`src/hw/rtl/pegd_pkg.sv`:
```
package pegd_pkg;

   // Field widths.
   localparam int unsigned BYTE_W   = 8;
   localparam int unsigned COUNT_W  = 16;
   localparam int unsigned HELD_W   = 2;
   localparam int unsigned NRES_W   = 3;
   localparam int unsigned MAX_RES  = 4;
   localparam int unsigned CSR_IDX_W = 1;

   // Number of escape characters that make up a complete run.
   localparam logic [HELD_W-1:0] RUN_LENGTH = 2'd3;

   // Saturation value of both millisecond counters.
   localparam logic [COUNT_W-1:0] COUNT_MAX = 16'hFFFF;

   // Register reset values.
   localparam logic [COUNT_W-1:0] GUARD_RESET  = 16'd900;
   localparam logic [BYTE_W-1:0]  ESCAPE_RESET = 8'h2B;

   // Register indexes on the configuration port.
   localparam logic [CSR_IDX_W-1:0] REG_GUARD_TIME  = 1'b0;
   localparam logic [CSR_IDX_W-1:0] REG_ESCAPE_CHAR = 1'b1;

   // Input command codes.
   localparam logic CMD_TICK = 1'b0;
   localparam logic CMD_BYTE = 1'b1;

   // Detector state carried from one transaction to the next.
   typedef struct packed {
      logic [COUNT_W-1:0] silence_ms;
      logic [COUNT_W-1:0] armed_ms;
      logic               armed;
      logic [HELD_W-1:0]  held_count;
   } state_type;

   // Configuration register values.
   typedef struct packed {
      logic [COUNT_W-1:0] guard_time_ms;
      logic [BYTE_W-1:0]  escape_char;
   } cfg_type;

   typedef logic [BYTE_W-1:0] byte_type;

   // Results caused by one input transaction, first result in slot zero.
   typedef struct packed {
      byte_type [MAX_RES-1:0] bytes;
      logic                   escape;
      logic [NRES_W-1:0]      count;
   } bundle_type;

endpackage

```
`src/hw/rtl/plus_escape_guard_detector.sv`:
```
// The first result of a transaction is offered in the cycle after it is accepted.
// Throughput: one input transaction per cycle while each causes at most one result and the
// output is not stalled; a transaction with several results (up to four) holds the result register until all have left.
// The result register drains one result per cycle while rsp_tready is high; it is the only queue in the block.
// Reset (synchronous, active high) clears counters, run state and pending results,
// and loads guard time 900 ms and escape character '+'.
module plus_escape_guard_detector (
   input  logic                            clock,
   input  logic                            reset,
   input  logic                            req_tvalid,
   output logic                            req_tready,
   input  logic [7:0]                      req_tdata,  // [7:0] host_byte
   input  logic                            req_tuser,  // [0] command
   output logic                            rsp_tvalid,
   input  logic                            rsp_tready,
   output logic [7:0]                      rsp_tdata,  // [7:0] out_byte
   output logic                            rsp_tuser,  // [0] escape_seen
   output logic                            rsp_tlast,
   input  logic                            csr_valid,
   output logic                            csr_ready,
   input  logic [pegd_pkg::CSR_IDX_W-1:0]  csr_index,
   input  logic [15:0]                     csr_data
);

   pegd_pkg::cfg_type    cfg_ff, cfg_in;
   pegd_pkg::state_type  state_ff, state_in;
   pegd_pkg::bundle_type bundle;
   pegd_pkg::byte_type [pegd_pkg::MAX_RES-1:0] bytes_ff, bytes_in;
   logic                          esc_ff, esc_in;
   logic [pegd_pkg::NRES_W-1:0]   cnt_ff, cnt_in;
   logic                          req_fire;
   logic                          rsp_fire;

   // Configuration writes are always taken.
   assign csr_ready = 1'b1;

   always_comb begin
      cfg_in = cfg_ff;
      if (csr_valid) begin
         case (csr_index)
            pegd_pkg::REG_GUARD_TIME:  cfg_in.guard_time_ms = csr_data;
            pegd_pkg::REG_ESCAPE_CHAR: cfg_in.escape_char   = csr_data[7:0];
            default:                   cfg_in = cfg_ff;
         endcase
      end
   end

   // Per-transaction detector logic.
   pegd_step u_step (
      .state_cur (state_ff),
      .cfg       (cfg_ff),
      .command   (req_tuser),
      .host_byte (req_tdata),
      .state_nxt (state_in),
      .bundle    (bundle)
   );

   // Accept while the result register is empty or its last result leaves now.
   assign rsp_fire   = rsp_tvalid && rsp_tready;
   assign req_tready = (cnt_ff == '0) || ((cnt_ff == pegd_pkg::NRES_W'(1)) && rsp_tready);
   assign req_fire   = req_tvalid && req_tready;

   // Result register: loads a new bundle or shifts out one result per output handshake.
   always_comb begin
      bytes_in = bytes_ff;
      esc_in   = esc_ff;
      cnt_in   = cnt_ff;
      if (rsp_fire) begin
         for (int j = 0; j < pegd_pkg::MAX_RES - 1; j++) begin
            bytes_in[j] = bytes_ff[j+1];
         end
         cnt_in = cnt_ff - 1'b1;
      end
      if (req_fire && (bundle.count != '0)) begin
         bytes_in = bundle.bytes;
         esc_in   = bundle.escape;
         cnt_in   = bundle.count;
      end
   end

   assign rsp_tvalid = (cnt_ff != '0);
   assign rsp_tdata  = bytes_ff[0];
   assign rsp_tuser  = esc_ff;
   assign rsp_tlast  = (cnt_ff == pegd_pkg::NRES_W'(1));

   // Control and configuration registers.
   always_ff @(posedge clock) begin
      if (reset) begin
         cfg_ff.guard_time_ms <= pegd_pkg::GUARD_RESET;
         cfg_ff.escape_char   <= pegd_pkg::ESCAPE_RESET;
         state_ff             <= '0;
         cnt_ff               <= '0;
         esc_ff               <= 1'b0;
      end else begin
         cfg_ff <= cfg_in;
         if (req_fire) begin
            state_ff <= state_in;
         end
         cnt_ff <= cnt_in;
         esc_ff <= esc_in;
      end
   end

   // Result bytes need no reset.
   always_ff @(posedge clock) begin
      bytes_ff <= bytes_in;
   end

endmodule

```
`src/hw/rtl/pegd_step.sv`:
```
module pegd_step (
   input  pegd_pkg::state_type        state_cur,
   input  pegd_pkg::cfg_type          cfg,
   input  logic                       command,
   input  logic [pegd_pkg::BYTE_W-1:0] host_byte,
   output pegd_pkg::state_type        state_nxt,
   output pegd_pkg::bundle_type       bundle
);

   logic [pegd_pkg::COUNT_W-1:0] silence_inc;
   logic [pegd_pkg::COUNT_W-1:0] armed_inc;
   logic                         tick_done;
   logic                         byte_done;
   logic                         timed_out;
   logic                         armed_left;
   logic                         is_escape;
   logic                         arm_new;
   logic                         hold_more;
   logic                         pass_byte;
   logic [pegd_pkg::HELD_W-1:0]  release_cnt;

   // Saturating millisecond counters.
   assign silence_inc = (state_cur.silence_ms == pegd_pkg::COUNT_MAX) ?
                        state_cur.silence_ms : state_cur.silence_ms + 1'b1;
   assign armed_inc   = (state_cur.armed_ms == pegd_pkg::COUNT_MAX) ?
                        state_cur.armed_ms : state_cur.armed_ms + 1'b1;

   // A full run is complete once the guard time has passed after arming.
   assign tick_done = state_cur.armed && (state_cur.held_count == pegd_pkg::RUN_LENGTH) &&
                      (armed_inc >= cfg.guard_time_ms);
   assign byte_done = state_cur.armed && (state_cur.held_count == pegd_pkg::RUN_LENGTH) &&
                      (state_cur.armed_ms >= cfg.guard_time_ms);

   // A short run whose guard time ran out is released ahead of the byte.
   assign timed_out = state_cur.armed && (state_cur.held_count != '0) &&
                      (state_cur.held_count < pegd_pkg::RUN_LENGTH) &&
                      (state_cur.armed_ms >= cfg.guard_time_ms);
   assign armed_left = state_cur.armed && !timed_out;
   assign is_escape  = (host_byte == cfg.escape_char);
   assign arm_new    = !armed_left && is_escape &&
                       (state_cur.silence_ms >= cfg.guard_time_ms);
   assign hold_more  = !arm_new && armed_left && is_escape &&
                       (state_cur.held_count < pegd_pkg::RUN_LENGTH);
   assign pass_byte  = !arm_new && !hold_more;

   always_comb begin
      if (timed_out || (pass_byte && armed_left)) begin
         release_cnt = state_cur.held_count;
      end else begin
         release_cnt = '0;
      end
   end

   // Next state and the results of this transaction.
   always_comb begin
      state_nxt = state_cur;
      bundle.escape = 1'b0;
      bundle.count  = '0;
      for (int j = 0; j < pegd_pkg::MAX_RES; j++) begin
         bundle.bytes[j] = (j < int'(release_cnt)) ? cfg.escape_char : host_byte;
      end
      if (command == pegd_pkg::CMD_TICK) begin
         state_nxt.silence_ms = silence_inc;
         state_nxt.armed_ms   = armed_inc;
         if (tick_done) begin
            state_nxt.armed      = 1'b0;
            state_nxt.held_count = '0;
            bundle.escape        = 1'b1;
            bundle.bytes[0]      = '0;
            bundle.count         = pegd_pkg::NRES_W'(1);
         end
      end else if (byte_done) begin
         state_nxt.armed      = 1'b0;
         state_nxt.held_count = '0;
         state_nxt.silence_ms = '0;
         bundle.escape        = 1'b1;
         bundle.bytes[0]      = '0;
         bundle.count         = pegd_pkg::NRES_W'(1);
      end else begin
         state_nxt.silence_ms = '0;
         if (arm_new) begin
            state_nxt.armed      = 1'b1;
            state_nxt.armed_ms   = '0;
            state_nxt.held_count = pegd_pkg::HELD_W'(1);
            bundle.count         = pegd_pkg::NRES_W'(release_cnt);
         end else if (hold_more) begin
            state_nxt.held_count = state_cur.held_count + 1'b1;
         end else begin
            state_nxt.armed      = 1'b0;
            state_nxt.held_count = '0;
            bundle.count         = pegd_pkg::NRES_W'(release_cnt) + 1'b1;
         end
      end
   end

endmodule

```
`config.mk`:
```
export PLATFORM = sky130hd
export DESIGN_NAME = plus_escape_guard_detector
export DESIGN_NICKNAME = d
export VERILOG_FILES = /design/src/hw/rtl/pegd_pkg.sv /design/src/hw/rtl/plus_escape_guard_detector.sv /design/src/hw/rtl/pegd_step.sv
export SDC_FILE = /design/constraint.sdc
export NUM_CORES = 1
export LEC_CHECK = 0
export ABC_AREA = 1
export BUFFER_PORTS_ARGS = -buffer_cell sky130_fd_sc_hd__buf_2
export CAP_MARGIN = 20
export CORE_ASPECT_RATIO = 0.5
export CORE_MARGIN = 3
export CORE_UTILIZATION = 55
export CTS_CLUSTER_DIAMETER = 60
export DETAILED_ROUTE_END_ITERATION = 10
export PLACE_DENSITY = 0.74
export SYNTH_ARGS = -nofsm -noshare
export SYNTH_HDL_FRONTEND = slang
export SYNTH_SLANG_ARGS = --single-unit
export TNS_END_PERCENT = 20
```
`constraint.sdc`:
```
create_clock -name clock -period 5.55 [get_ports clock]
set_clock_uncertainty 0.15 [all_clocks]
set_input_delay 0.8325 -clock clock [delete_from_list [all_inputs] [get_ports clock]]
set_output_delay 0.8325 -clock clock [all_outputs]
set_load 0.005 [all_outputs]
```
==> flow_summary.toml <==
[outcome]
status = "complete, no violations"

[floorplanning]
core_area_sq_um = 10300
num_io_pins = 44
start_util = 0.572
die_w_um = 152
dieArea_sq_um = 12100
fp.dieH_um = 79.2
row_count = 26

[placement]
io_buffers = 42
dpl.hpwl_mm = 10.0
dp_slack_ns = 1.09
routabilityCongestion = 0.962
dp.cells = 945
dpl_cell_area_sq_um = 6140

[timing]
rsz0062_at_grt = "false"
max_slew_margin = 0.451
period_minus_slack_ns = 4.48
fin_crit_sh = 0.807
setup_viol = 0
fin_ws_ns = 1.07
maxSlewViolCount = 0
fmax_mhz = 223
finalHoldViolCount = 0
tns_ns = 0
tightest_slew_ns = 0.822

[cells_and_area]
mostFrequentLayoutCell = "nand2_1"
diodes = 0
drive_gt1_frac = 0.0974
areaGrowthSynthToFinish_pct = 9.32
final_cells = 961
final_design_area_no_fill_sq_um = 6440
fillCellCount = 884
utilization = 0.625
final_nets = 904
layout_common_cells = "221 x nand2_1, 97 x inv_1, 67 x a21oi_1"

[clocking]
cts_buffer_depth = 2
cts-resized-gates = 0
insertion_delay_ns = 0.35
cts.htree.levels = 3
cts_tree = "done"
clock_sinks = 95
ctsHoldBuffers = 0
numCtsBuffers = 9
post_cts.repair.setup_buffers = 0
cts.reportedPaths.clkPinSlew_ns = 0.07
ctsRootBufferMaster = "clkbuf_16"

[grt]
first_global_vias = 4793
gr-total-overflow = 0
grt_pass1_wl_mm = 22.6
grt_util_all_layers = 0.229
grt_max_degree = 32
grt_antenna_before_repair = 0

[critical_path]
r2r-end = "bytes_ff[22]$_DFFE_PP_"
crit_fanout = 27
cp_num_buf_inv = 6
critPathSlowestCell = "dfxtp_1"
critPathLaunchType = "register"
worstSetupPathType = "register to register"
cp-end-kind = "register"
worst_path_most_repeated_cell = "nand2_1"
cp_top_family = "simple AND/OR/NAND/NOR gates"
r2r_start = "state_ff[3]$_SDFFE_PP0P_"
reg2reg_depth = 26
r2r_slack_ns = 1.07
cpPeakStageDelay_ns = 0.39
required_ns = 5.43
critical_path_arrival_ns = 4.36

[hold_path]
hold_class = "register to register"
min_to = "state_ff[23]$_SDFFE_PP0P_"
min_from = "state_ff[23]$_SDFFE_PP0P_"
holdPathStages = 2

[synthesis]
yosysSeqAreaShare = 0.377
syn_inst = 785
synth_fp_nets = 873
avgSynthCellArea_sq_um = 7.51
ys_ff_latch = 95
synth_cell_types = 34
syn-cell-area_sq_um = 5890
yosys_warnings = 0

[detailed_routing]
vias = 5042
antenna_left = 0
wl_per_cell_um = 13.8
wirelength_mm = 13.2
dr.pass1.iters = 5
drc = 0
vias_per_cell = 5.25
drt-initial-drc-count = 364

[power]
power_density_nw_per_um2 = 315
leakagePower_nw = 3.02
ir_drop_uv = 190

[flow_run]
maxCapViolCount = 0
==> report_power, final <==
part	internal [mW]	switching (mW)	total (mW)
Sequential	0.873	0.0443	0.917
Combinational	0.166	0.305	0.471
Clock	0.358	0.284	0.641
==> area by class of cell <==
cell class / count / area (sq um) / share of cell area
inverter: 101 / 379 / 0.0588
clock inverter: 6 / 76.3 / 0.0118
multi-input combinational: 563 / 3120 / 0.484
sequential: 95 / 2220 / 0.345
timing repair buffer: 46 / 240 / 0.0373
clock buffer: 10 / 229 / 0.0355
tap: 140 / 175 / 0.0272
==> cells by family (layout without fill, tap and decap cells) <==
group | Yosys count | in the layout | synth area share
compound gates | 155 | 155 | 0.146
xor+xnor | 15 | 15 | 0.0223
fa+ha+maj | 57 | 57 | 0.121
buf+inv | 127 | 163 | 0.0934
flops | 95 | 95 | 0.377
other cells | 1 | 1 | 0.000636
simple gates | 335 | 335 | 0.239
==> sequential cells by signal (all words and copies together), names as in the netlist <==
register,cells
cfg_ff,24
bytes_ff,24
rsp_tdata,8
rsp_tuser,1
state_ff,35
cnt_ff,3
==> tightest hold or removal path: stages, from the launching register on <==
cell     delay [ns]
dfxtp_1        0.33
inv_1          0.05
a21oi_1        0.05
==> metal layers <==
metal  GRT usage  vias up  wire (um)
met5           0        -          0
met4      0.0502        0        138
met3      0.0626       13        800
met2       0.371      127       5880
met1       0.309     2254       6410
li1            -     2648          -
==> per-stage QoR <==
| stage | hold WS (ns) | power, mW |
|---|---|---|
| floorplan | 0.288 | 1.30 |
| global placement | 0.306 | 1.38 |
| detailed placement | 0.319 | 1.40 |
| CTS | 0.328 | 2.04 |
| global route | 0.368 | 2.16 |
| finish | 0.320 | 2.03 |
==> worst max path at each step <==
| stage | startpoint | to | slack, ns | cells after the start |
|---|---|---|---|---|
| 2_1_floorplan | state_ff[4]$_SDFFE_PP0P_ | bytes_ff[10]$_DFFE_PP_ | 1.62 | 24 |
| 3_3_place_gp | state_ff[4]$_SDFFE_PP0P_ | bytes_ff[14]$_DFFE_PP_ | 1.27 | 24 |
| 3_5_place_dp | state_ff[3]$_SDFFE_PP0P_ | bytes_ff[22]$_DFFE_PP_ | 1.09 | 24 |
| 4_1_cts | state_ff[3]$_SDFFE_PP0P_ | bytes_ff[22]$_DFFE_PP_ | 1.09 | 24 |
| 5_1_grt | state_ff[4]$_SDFFE_PP0P_ | rsp_tdata[0]$_DFFE_PP_ | 0.55 | 26 |
| 6_report | state_ff[3]$_SDFFE_PP0P_ | bytes_ff[22]$_DFFE_PP_ | 1.07 | 26 |
==> Yosys cell counts, drive strengths merged <==
master    n  area [sq um]
clkbuf   11          41.3
a311oi    1          8.76
nand2   230           906
buf      15           130
conb      1          3.75
xor2      5          43.8
o211ai   19           153
nand4    15          93.8
a21boi    1          7.51
ha       57           713
a31oi     2          12.5
o21a      3          22.5
o21ai    57           285
or2       1          6.26
nand3    27           145
a21oi    67           335
a211oi    5          37.5
nor2     50           193
inv      99           372
nor4      1          12.5
edfxtp   32           961
clkinv    2          7.51
nor3     11          55.1
dfxtp    63          1260
xnor2    10          87.6
(Power assumes the default switching activity.)
